===== config.mk =====
export PLATFORM = sky130hd
export DESIGN_NAME = timeout_slot_table
export DESIGN_NICKNAME = d
export VERILOG_FILES = /design/src/hdl/tst_pkg.sv /design/src/hdl/tst_slot_mem.sv /design/src/hdl/tst_out_reg.sv /design/src/hdl/tst_seq.sv /design/src/hdl/timeout_slot_table.sv
export SDC_FILE = /design/constraint.sdc
export NUM_CORES = 2
export LEC_CHECK = 0
export BUFFER_PORTS_ARGS = -buffer_cell sky130_fd_sc_hd__buf_2
export CAP_MARGIN = 5
export CORE_UTILIZATION = 40
export CTS_CLUSTER_DIAMETER = 60
export DETAILED_ROUTE_END_ITERATION = 10
export GPL_ROUTABILITY_DRIVEN = 0
export MAX_ROUTING_LAYER = met4
export PLACE_DENSITY_LB_ADDON = 0.08
export RECOVER_POWER = 100
export SLEW_MARGIN = 0
export SYNTH_ARGS = -nofsm -noshare
export SYNTH_HDL_FRONTEND = slang
export SYNTH_SLANG_ARGS = --single-unit

===== constraint.sdc =====
create_clock -name clock -period 18.2 [get_ports clock]
set_input_delay 3.64 -clock clock [delete_from_list [all_inputs] [get_ports clock]]
set_output_delay 3.64 -clock clock [all_outputs]
set_load 0.01 [all_outputs]

===== src/hdl/tst_pkg.sv =====
package tst_pkg;

   localparam int SLOT_COUNT_DEF = 16;
   localparam logic [19:0] USEC_PER_SEC = 20'd1000000;

   localparam int REQ_DATA_W = 216;
   localparam int RSP_DATA_W = 96;

   localparam logic [1:0] MODE_REGISTER = 2'd0;
   localparam logic [1:0] MODE_CANCEL   = 2'd1;
   localparam logic [1:0] MODE_POLL     = 2'd2;

   typedef enum logic [1:0] {
      ST_IDLE,
      ST_SCAN,
      ST_FLUSH
   } tst_state_type;

   typedef struct packed {
      logic [1:0]  mode;
      logic [63:0] now_us;
      logic [31:0] delay_sec;
      logic [31:0] delay_usec;
      logic [15:0] handler_id;
      logic [31:0] ctx_tag;
      logic [31:0] arg_tag;
      logic        ctx_any;
      logic        arg_any;
   } tst_req_type;

   typedef struct packed {
      logic [63:0] due;
      logic [31:0] ctx;
      logic [31:0] arg;
      logic [15:0] handler;
   } tst_entry_type;

   typedef struct packed {
      logic        status;
      logic [3:0]  slot_used;
      logic [4:0]  cancel_count;
      logic        fired;
      logic [15:0] fired_handler;
      logic [31:0] fired_ctx;
      logic [31:0] fired_arg;
      logic        last;
   } tst_rsp_type;

   typedef struct packed {
      logic rd_en;
      logic wr_en;
   } tst_mem_ctl_type;

endpackage


===== src/hdl/tst_slot_mem.sv =====
module tst_slot_mem #(
   parameter int SLOT_COUNT = tst_pkg::SLOT_COUNT_DEF
) (
   input  logic                            clock,
   input  tst_pkg::tst_mem_ctl_type        ctl,
   input  logic [$clog2(SLOT_COUNT)-1:0]   rd_idx,
   input  logic [$clog2(SLOT_COUNT)-1:0]   wr_idx,
   input  tst_pkg::tst_entry_type          wr_data,
   output tst_pkg::tst_entry_type          rd_data
);

   tst_pkg::tst_entry_type mem [SLOT_COUNT];
   tst_pkg::tst_entry_type rd_data_ff;

   always_ff @(posedge clock) begin
      if (ctl.wr_en) begin
         mem[wr_idx] <= wr_data;
      end
   end

   always_ff @(posedge clock) begin
      if (ctl.rd_en) begin
         rd_data_ff <= mem[rd_idx];
      end
   end

   assign rd_data = rd_data_ff;

endmodule


===== src/hdl/tst_out_reg.sv =====
module tst_out_reg (
   input  logic                 clock,
   input  logic                 reset,
   input  logic                 load,
   input  tst_pkg::tst_rsp_type load_rsp,
   output logic                 load_ok,
   output logic                 rsp_valid,
   input  logic                 rsp_ready,
   output tst_pkg::tst_rsp_type rsp
);

   logic                 valid_ff;
   logic                 valid_in;
   tst_pkg::tst_rsp_type rsp_ff;

   assign load_ok = !valid_ff || rsp_ready;

   always_comb begin
      valid_in = valid_ff;
      if (load) begin
         valid_in = 1'b1;
      end else if (rsp_ready) begin
         valid_in = 1'b0;
      end
   end

   always_ff @(posedge clock) begin
      if (reset) begin
         valid_ff <= 1'b0;
      end else begin
         valid_ff <= valid_in;
      end
   end

   always_ff @(posedge clock) begin
      if (load) begin
         rsp_ff <= load_rsp;
      end
   end

   assign rsp_valid = valid_ff;
   assign rsp       = rsp_ff;

endmodule


===== src/hdl/tst_seq.sv =====
module tst_seq #(
   parameter int SLOT_COUNT = tst_pkg::SLOT_COUNT_DEF
) (
   input  logic                            clock,
   input  logic                            reset,
   input  logic                            req_valid,
   output logic                            req_ready,
   input  tst_pkg::tst_req_type            req_item,
   output tst_pkg::tst_mem_ctl_type        mem_ctl,
   output logic [$clog2(SLOT_COUNT)-1:0]   rd_idx,
   output logic [$clog2(SLOT_COUNT)-1:0]   wr_idx,
   output tst_pkg::tst_entry_type          wr_data,
   input  tst_pkg::tst_entry_type          rd_data,
   output logic                            load,
   output tst_pkg::tst_rsp_type            load_rsp,
   input  logic                            load_ok
);

   localparam int IDX_W = $clog2(SLOT_COUNT);
   localparam int CNT_W = $clog2(SLOT_COUNT + 1);
   localparam logic [IDX_W-1:0] LAST_IDX = IDX_W'(SLOT_COUNT - 1);
   localparam logic [CNT_W-1:0] CNT_END  = CNT_W'(SLOT_COUNT);

   tst_pkg::tst_state_type  state_ff, state_in;
   tst_pkg::tst_req_type    item_ff;
   logic [63:0]             base_ff;
   logic [51:0]             prod_ff;
   logic [CNT_W-1:0]        rd_cnt_ff, rd_cnt_in;
   logic [IDX_W-1:0]        eval_idx_ff;
   logic                    eval_vld_ff, eval_vld_in;
   logic [SLOT_COUNT-1:0]   occ_ff, occ_in;
   logic [CNT_W-1:0]        cnt_ff, cnt_in;
   logic                    pend_vld_ff, pend_vld_in;
   tst_pkg::tst_rsp_type    pend_ff;

   logic                    accept;
   logic                    occ;
   logic                    is_last;
   logic [63:0]             due;
   logic                    hit_c;
   logic                    hit_p;
   logic [CNT_W-1:0]        cnt_sum;
   logic [IDX_W+3:0]        idx_ext;
   logic [CNT_W+4:0]        cnt_ext;
   tst_pkg::tst_rsp_type    fire_rsp;

   logic                    need_emit;
   tst_pkg::tst_rsp_type    emit_rsp;
   logic                    finish;
   logic                    to_flush;
   logic                    wr_req;
   logic                    occ_set;
   logic                    occ_clr;
   logic                    pend_load;
   logic                    cnt_add;
   logic                    go;
   logic                    rd_en;

   assign accept    = (state_ff == tst_pkg::ST_IDLE) && req_valid;
   assign req_ready = (state_ff == tst_pkg::ST_IDLE);

   assign occ     = occ_ff[eval_idx_ff];
   assign is_last = (eval_idx_ff == LAST_IDX);
   assign due     = base_ff + {12'd0, prod_ff};
   assign hit_c   = occ && (rd_data.handler == item_ff.handler_id)
                    && (item_ff.ctx_any || (rd_data.ctx == item_ff.ctx_tag))
                    && (item_ff.arg_any || (rd_data.arg == item_ff.arg_tag));
   assign hit_p   = occ && (item_ff.now_us >= rd_data.due);
   assign cnt_sum = cnt_ff + {{(CNT_W-1){1'b0}}, hit_c};
   assign idx_ext = {4'd0, eval_idx_ff};
   assign cnt_ext = {5'd0, cnt_sum};

   always_comb begin
      fire_rsp               = '0;
      fire_rsp.slot_used     = idx_ext[3:0];
      fire_rsp.fired         = 1'b1;
      fire_rsp.fired_handler = rd_data.handler;
      fire_rsp.fired_ctx     = rd_data.ctx;
      fire_rsp.fired_arg     = rd_data.arg;
   end

   always_comb begin
      need_emit = 1'b0;
      emit_rsp  = '0;
      finish    = 1'b0;
      to_flush  = 1'b0;
      wr_req    = 1'b0;
      occ_set   = 1'b0;
      occ_clr   = 1'b0;
      pend_load = 1'b0;
      cnt_add   = 1'b0;
      if (state_ff == tst_pkg::ST_SCAN && eval_vld_ff) begin
         unique case (item_ff.mode)
            tst_pkg::MODE_REGISTER: begin
               if (!occ) begin
                  wr_req             = 1'b1;
                  occ_set            = (item_ff.handler_id != 16'd0);
                  need_emit          = 1'b1;
                  emit_rsp.slot_used = idx_ext[3:0];
                  emit_rsp.last      = 1'b1;
                  finish             = 1'b1;
               end else if (is_last) begin
                  need_emit       = 1'b1;
                  emit_rsp.status = 1'b1;
                  emit_rsp.last   = 1'b1;
                  finish          = 1'b1;
               end
            end
            tst_pkg::MODE_CANCEL: begin
               cnt_add = hit_c;
               occ_clr = hit_c;
               if (is_last) begin
                  need_emit             = 1'b1;
                  emit_rsp.cancel_count = cnt_ext[4:0];
                  emit_rsp.last         = 1'b1;
                  finish                = 1'b1;
               end
            end
            tst_pkg::MODE_POLL: begin
               if (hit_p) begin
                  occ_clr   = 1'b1;
                  pend_load = 1'b1;
                  need_emit = pend_vld_ff;
                  emit_rsp  = pend_ff;
               end
               to_flush = is_last;
            end
            default: begin
               need_emit     = 1'b1;
               emit_rsp.last = 1'b1;
               finish        = 1'b1;
            end
         endcase
      end else if (state_ff == tst_pkg::ST_FLUSH) begin
         need_emit = 1'b1;
         if (pend_vld_ff) begin
            emit_rsp = pend_ff;
         end
         emit_rsp.last = 1'b1;
         finish        = 1'b1;
      end
   end

   assign go    = !need_emit || load_ok;
   assign load  = need_emit && load_ok;
   assign rd_en = (state_ff == tst_pkg::ST_SCAN) && go && (rd_cnt_ff != CNT_END)
                  && !(eval_vld_ff && (finish || to_flush));

   assign load_rsp      = emit_rsp;
   assign mem_ctl.rd_en = rd_en;
   assign mem_ctl.wr_en = wr_req && go;
   assign rd_idx        = rd_cnt_ff[IDX_W-1:0];
   assign wr_idx        = eval_idx_ff;
   assign wr_data       = '{due: due, ctx: item_ff.ctx_tag, arg: item_ff.arg_tag,
                            handler: item_ff.handler_id};

   always_comb begin
      state_in = state_ff;
      unique case (state_ff)
         tst_pkg::ST_IDLE: begin
            if (req_valid) begin
               state_in = tst_pkg::ST_SCAN;
            end
         end
         tst_pkg::ST_SCAN: begin
            if (eval_vld_ff && go && finish) begin
               state_in = tst_pkg::ST_IDLE;
            end else if (eval_vld_ff && go && to_flush) begin
               state_in = tst_pkg::ST_FLUSH;
            end
         end
         tst_pkg::ST_FLUSH: begin
            if (load_ok) begin
               state_in = tst_pkg::ST_IDLE;
            end
         end
         default: begin
            state_in = tst_pkg::ST_IDLE;
         end
      endcase
   end

   always_comb begin
      rd_cnt_in   = rd_cnt_ff;
      eval_vld_in = eval_vld_ff;
      occ_in      = occ_ff;
      cnt_in      = cnt_ff;
      pend_vld_in = pend_vld_ff;
      if (accept) begin
         rd_cnt_in   = '0;
         eval_vld_in = 1'b0;
         cnt_in      = '0;
         pend_vld_in = 1'b0;
      end else if (state_ff == tst_pkg::ST_SCAN && go) begin
         eval_vld_in = rd_en;
         if (rd_en) begin
            rd_cnt_in = rd_cnt_ff + {{(CNT_W-1){1'b0}}, 1'b1};
         end
         if (cnt_add) begin
            cnt_in = cnt_sum;
         end
         if (occ_set) begin
            occ_in[eval_idx_ff] = 1'b1;
         end
         if (occ_clr) begin
            occ_in[eval_idx_ff] = 1'b0;
         end
         if (pend_load) begin
            pend_vld_in = 1'b1;
         end
      end
   end

   always_ff @(posedge clock) begin
      if (reset) begin
         state_ff    <= tst_pkg::ST_IDLE;
         rd_cnt_ff   <= '0;
         eval_vld_ff <= 1'b0;
         occ_ff      <= '0;
         cnt_ff      <= '0;
         pend_vld_ff <= 1'b0;
      end else begin
         state_ff    <= state_in;
         rd_cnt_ff   <= rd_cnt_in;
         eval_vld_ff <= eval_vld_in;
         occ_ff      <= occ_in;
         cnt_ff      <= cnt_in;
         pend_vld_ff <= pend_vld_in;
      end
   end

   always_ff @(posedge clock) begin
      prod_ff <= item_ff.delay_sec * tst_pkg::USEC_PER_SEC;
      if (accept) begin
         item_ff <= req_item;
         base_ff <= req_item.now_us + {32'd0, req_item.delay_usec};
      end
      if (rd_en) begin
         eval_idx_ff <= rd_cnt_ff[IDX_W-1:0];
      end
      if (state_ff == tst_pkg::ST_SCAN && go && pend_load) begin
         pend_ff <= fire_rsp;
      end
   end

endmodule


===== src/hdl/timeout_slot_table.sv =====
// Table of SLOT_COUNT software timeout slots behind a request and a response stream.
// req_tuser selects the item kind: register stores handler, tags and a due time of
// now + sec*1000000 + usec in the lowest free slot; cancel frees every slot whose
// handler matches and whose tags match or are wildcarded; poll fires and frees every
// occupied slot that is due, one response each in slot order, or one empty response.
// The slots live in one memory with a single read port and a registered read, scanned
// one slot per cycle while the response side does not stall; a new item is taken only
// once the last one is done. Every response except a fired timer that is not the last
// of its poll ends its item with rsp_tlast set.
module timeout_slot_table #(
   parameter int SLOT_COUNT = tst_pkg::SLOT_COUNT_DEF
) (
   input  logic                            clock,
   input  logic                            reset,
   input  logic                            req_tvalid,
   output logic                            req_tready,
   // now_us, delay_sec, delay_usec, handler_id, ctx_tag, arg_tag, ctx_any, arg_any
   input  logic [tst_pkg::REQ_DATA_W-1:0]  req_tdata,
   // mode
   input  logic [1:0]                      req_tuser,
   output logic                            rsp_tvalid,
   input  logic                            rsp_tready,
   // status, slot_used, cancel_count, fired_handler, fired_ctx, fired_arg
   output logic [tst_pkg::RSP_DATA_W-1:0]  rsp_tdata,
   // fired
   output logic                            rsp_tuser,
   output logic                            rsp_tlast
);

   localparam int IDX_W = $clog2(SLOT_COUNT);

   tst_pkg::tst_req_type      req_item;
   tst_pkg::tst_mem_ctl_type  mem_ctl;
   logic [IDX_W-1:0]          rd_idx;
   logic [IDX_W-1:0]          wr_idx;
   tst_pkg::tst_entry_type    wr_data;
   tst_pkg::tst_entry_type    rd_data;
   logic                      load;
   tst_pkg::tst_rsp_type      load_rsp;
   logic                      load_ok;
   tst_pkg::tst_rsp_type      rsp;

   assign req_item.mode       = req_tuser;
   assign req_item.now_us     = req_tdata[63:0];
   assign req_item.delay_sec  = req_tdata[95:64];
   assign req_item.delay_usec = req_tdata[127:96];
   assign req_item.handler_id = req_tdata[143:128];
   assign req_item.ctx_tag    = req_tdata[175:144];
   assign req_item.arg_tag    = req_tdata[207:176];
   assign req_item.ctx_any    = req_tdata[208];
   assign req_item.arg_any    = req_tdata[209];

   tst_seq #(
      .SLOT_COUNT(SLOT_COUNT)
   ) u_seq (
      .clock     (clock),
      .reset     (reset),
      .req_valid (req_tvalid),
      .req_ready (req_tready),
      .req_item  (req_item),
      .mem_ctl   (mem_ctl),
      .rd_idx    (rd_idx),
      .wr_idx    (wr_idx),
      .wr_data   (wr_data),
      .rd_data   (rd_data),
      .load      (load),
      .load_rsp  (load_rsp),
      .load_ok   (load_ok)
   );

   tst_slot_mem #(
      .SLOT_COUNT(SLOT_COUNT)
   ) u_slot_mem (
      .clock   (clock),
      .ctl     (mem_ctl),
      .rd_idx  (rd_idx),
      .wr_idx  (wr_idx),
      .wr_data (wr_data),
      .rd_data (rd_data)
   );

   tst_out_reg u_out_reg (
      .clock     (clock),
      .reset     (reset),
      .load      (load),
      .load_rsp  (load_rsp),
      .load_ok   (load_ok),
      .rsp_valid (rsp_tvalid),
      .rsp_ready (rsp_tready),
      .rsp       (rsp)
   );

   assign rsp_tdata = {6'd0, rsp.fired_arg, rsp.fired_ctx, rsp.fired_handler,
                       rsp.cancel_count, rsp.slot_used, rsp.status};
   assign rsp_tuser = rsp.fired;
   assign rsp_tlast = rsp.last;

   a_busy_after_accept: assert property (@(posedge clock) disable iff (reset)
      (req_tvalid && req_tready) |=> !req_tready)
      else $error("request side ready right after an accepted item");

   a_unfired_is_last: assert property (@(posedge clock) disable iff (reset)
      (rsp_tvalid && !rsp_tuser) |-> rsp_tlast)
      else $error("non-fired response without last");

   a_fired_has_handler: assert property (@(posedge clock) disable iff (reset)
      (rsp_tvalid && rsp_tuser) |-> (rsp_tdata[25:10] != 16'd0))
      else $error("fired response from an empty slot");

endmodule

==> impl_metrics.csv <==
group,metric,value,unit
clock_network,ctsHtreeMaxLevel,5,
clock_network,cts_buffers,335,
floorplanning,num_rows,201,
timing,fmax,82.4,MHz
min_path,min_path_type,"register to register",
yosys,ys_ff_latch,2949,
global_routing,grt_first_pass_wirelength,434,mm
global_routing,grt_max_degree,124,
power,p_leak,44.7,nW
global_routing,grt.overflow.total,0,
routing,drc,0,
floorplanning,initial_utilization,40.2,%
routing,wl_per_cell,28.5,µm
power,power_density,134,mW/mm²
routing,num_vias,58164,
floorplanning,ioPinCount,322,
routing,vias_per_cell,5.45,
setup_path,worstPathMaxFanout,77,
setup_path,worstSetupPathType,"register to register",
setup_path,cp.arrival,12330,ps
clock_network,ctsResizeCount,0,
yosys,yosys_warnings,0,
setup_path,cp-endpoint,"u_slot_mem.rd_data[61]$_DFFE_PP_",
setup_path,critPathMaxStageDelay,4740,ps
yosys,synth_cells,5861,
setup_path,cp-end-kind,"register",
power,peakVddDrop,0.000102,V
final_layout,final_cell_mix,"edfxtp_1 (2872), mux4_2 (725), clkbuf_1 (348)",
timing,fin_skew,61.2,ps
final_layout,area_delta_synth_final,14.1,%
timing,max_slew_margin,-468,%
clock_network,cts.sinks,2949,
yosys,synth-async-reset-ratio,0,%
clock_network,worstSkewPairLatency,900,ps
timing,rsz0062_at_grt,"false",
yosys,synth_ff_type,"edfxtp_1",
final_layout,layout-drive-gt1-share,20.5,%
routing,drtPass1Iterations,8,
setup_path,r2r_cells,14,
timing,post-route-period-util,66.6,%
yosys,seq_area_frac_synth,72.7,%
clock_network,cts_setup_buffers,0,
setup_path,r2r_end,"u_slot_mem.rd_data[61]$_DFFE_PP_",
setup_path,reg2reg_from,"u_slot_mem.rd_data[80]$_DFFE_PP_",
timing,setup_tns,0,ps
global_routing,antenna_found_initial,13,
timing,fin_crit,12130,ps
setup_path,reg2reg_slack,6070,ps
setup_path,setup.worst_path.start,"u_slot_mem.rd_data[80]$_DFFE_PP_",
routing,final_antenna_net_count,0,
global_routing,grt_pass1_vias,60316,
final_layout,nNetsFinal,7090,
timing,slew_viol_final,3008,
yosys,synth.distinct_cells,79,
setup_path,cp-start-kind,"register",
floorplanning,die_w,551,µm
setup_path,cp.required,18390,ps
setup_path,worst-path-buf-inv,3,
routing,drtIter0Drc,4787,
status,violations,"max-capacitance violations, max-slew violations",
floorplanning,die_y,551,µm
floorplanning,die_area,0.304,mm²
floorplanning,core_area,0.300,mm²
yosys,syn_area,0.121,mm²
setup_path,path_cells,"ha_1 > nand2b_1 > a211o_1 > a21oi_1 > o21ai_0 > a221oi_1 > o21ai_0 > a21oi_1 > o31ai_1 > clkbuf_1 > nand3_1 > nand2_1 > clkinvlp_2 > clkbuf_1",
clock_network,cts_tree,"yes",
flow_run,drv_cap,84,
clock_network,cts_buffer_depth,4,
placed_design,io_buffers,309,
placed_design,place_hpwl,167,mm
yosys,synth-edff-count,2872,
global_routing,grt_use_total,20.6,%
timing,timing.final.setup_violations,0,
final_layout,layout_commonest_cell,"edfxtp_1",
routing,finalWirelength,304,mm
timing,final-hold-violation-count,0,
yosys,avgSynthCellArea,20.6,µm²
setup_path,cp_top_family,"buffers and inverters",
final_layout,final_util,45.9,%
timing,tightest_slew,8520,ps
clock_network,clk_pin_slew_worst_paths,60,ps
clock_network,holdBufCountCts,0,
status,status,"finished, violations left",
clock_network,root_buffer,"clkbuf_16",
setup_path,crit_path_top_delay_cell,"clkinvlp_2",
setup_path,cp.depth,14,
[where the power goes]
part           switching, mW  internal [mW]  leakage, nW  total, mW
Combinational           2.11           1.24         12.8       3.35
Sequential             0.116           8.25         26.6       8.36
Clock                   2.75           3.93         5.32       6.68
[cells in the mapped netlist (all sizes together), types with 28 or more instances]
master / count / area (µm²)
dfxtp: 77 / 1540
edfxtp: 2872 / 86200
and2: 92 / 576
xor2: 61 / 534
nor2: 122 / 458
a21oi: 133 / 666
xnor2: 176 / 1540
fa: 137 / 2740
nand3: 45 / 230
and3: 28 / 175
ha: 303 / 3790
o21a: 43 / 323
nand4: 55 / 344
o21ai: 56 / 280
buf: 59 / 268
mux4: 725 / 16300
a21o: 105 / 790
inv: 295 / 1110
clkbuf: 149 / 563
nand2: 95 / 359
[layer usage]
layer	up-vias	GRT usage (%)	routed length [µm]
li1	24959	-	-
met1	31368	29.6	142000
met2	1467	31.5	142000
met3	370	2.95	15000
met4	0	3.78	4910
met5	-	-	0
[worst min path at each step]
| stage | depth (start not counted) | slack (ps) | from | to |
|---|---|---|---|---|
| 3_5_place_dp | 0 | 460 | u_slot_mem.rd_data[12]$_DFFE_PP_ | u_seq.pend_ff[77]$_DFFE_PP_ |
| 6_report | 0 | 470 | u_slot_mem.rd_data[12]$_DFFE_PP_ | u_seq.pend_ff[77]$_DFFE_PP_ |
| 3_3_place_gp | 2 | 450 | u_seq.rd_cnt_ff[4]$_SDFFE_PP0P_ | u_seq.rd_cnt_ff[4]$_SDFFE_PP0P_ |
| 5_1_grt | 0 | 480 | u_slot_mem.rd_data[14]$_DFFE_PP_ | u_seq.pend_ff[79]$_DFFE_PP_ |
| 4_1_cts | 0 | 470 | u_slot_mem.rd_data[12]$_DFFE_PP_ | u_seq.pend_ff[77]$_DFFE_PP_ |
| 2_1_floorplan | 0 | 410 | u_seq.rd_cnt_ff[2]$_SDFFE_PP0P_ | u_seq.wr_idx[2]$_DFFE_PP_ |
[stage by stage]
step / hold WS [ps] / power, mW / worst slack [ps] / instance area (µm²) / std cells
global placement: 451 / 11.9 / 9880 / 128000 / 10047
finish: 471 / 18.4 / 6070 / 138000 / 10668
detailed placement: 456 / 12.0 / 9900 / 128000 / 10047
floorplan: 406 / 10.9 / 3430 / 121000 / 5866
global route: 484 / 19.2 / 5450 / 138000 / 10664
CTS: 472 / 18.7 / 10850 / 139000 / 10661
[layout make-up]
type | instances | area [µm²]
inverter | 295 | 1110
antenna | 5 | 12.5
clock inverter | 204 | 1990
timing repair buffer | 433 | 1980
clock buffer | 410 | 8900
multi-input combinational | 2414 | 30900
sequential | 2949 | 87800
tap | 3958 | 4950
fill | 25519 | 162000
[sequential cells by signal (all words and copies together) (netlist names), 4 cells and up]
signal and flops:
u_seq.base_ff 64, u_seq.pend_ff 84, u_out_reg.rsp 92, u_seq.occ_ff 16
u_seq.item_ff 100, u_seq.cnt_ff 5, u_seq.rd_cnt_ff 5, u_seq.wr_data 80
u_slot_mem.rd_data 144, u_seq.wr_idx 4, u_slot_mem.mem 2304, u_seq.prod_ff 46
[cells by family (layout without fill, tap and decap cells)]
| logic type | count (synthesis) | count (layout) | share of synthesized area [%] |
|---|---|---|---|
| AO/OA/AOI/OAI | 460 | 460 | 2.61 |
| multiplexers | 731 | 731 | 13.6 |
| buffers and inverters | 503 | 1342 | 1.61 |
| other | 1 | 11 | 0.00311 |
| AND/OR/NAND/NOR | 540 | 540 | 2.32 |
| XOR/XNOR | 237 | 237 | 1.72 |
| flip-flops | 2949 | 2949 | 72.7 |
| adder cells (fa/ha/maj) | 440 | 440 | 5.41 |
(Power assumes the default switching activity.)
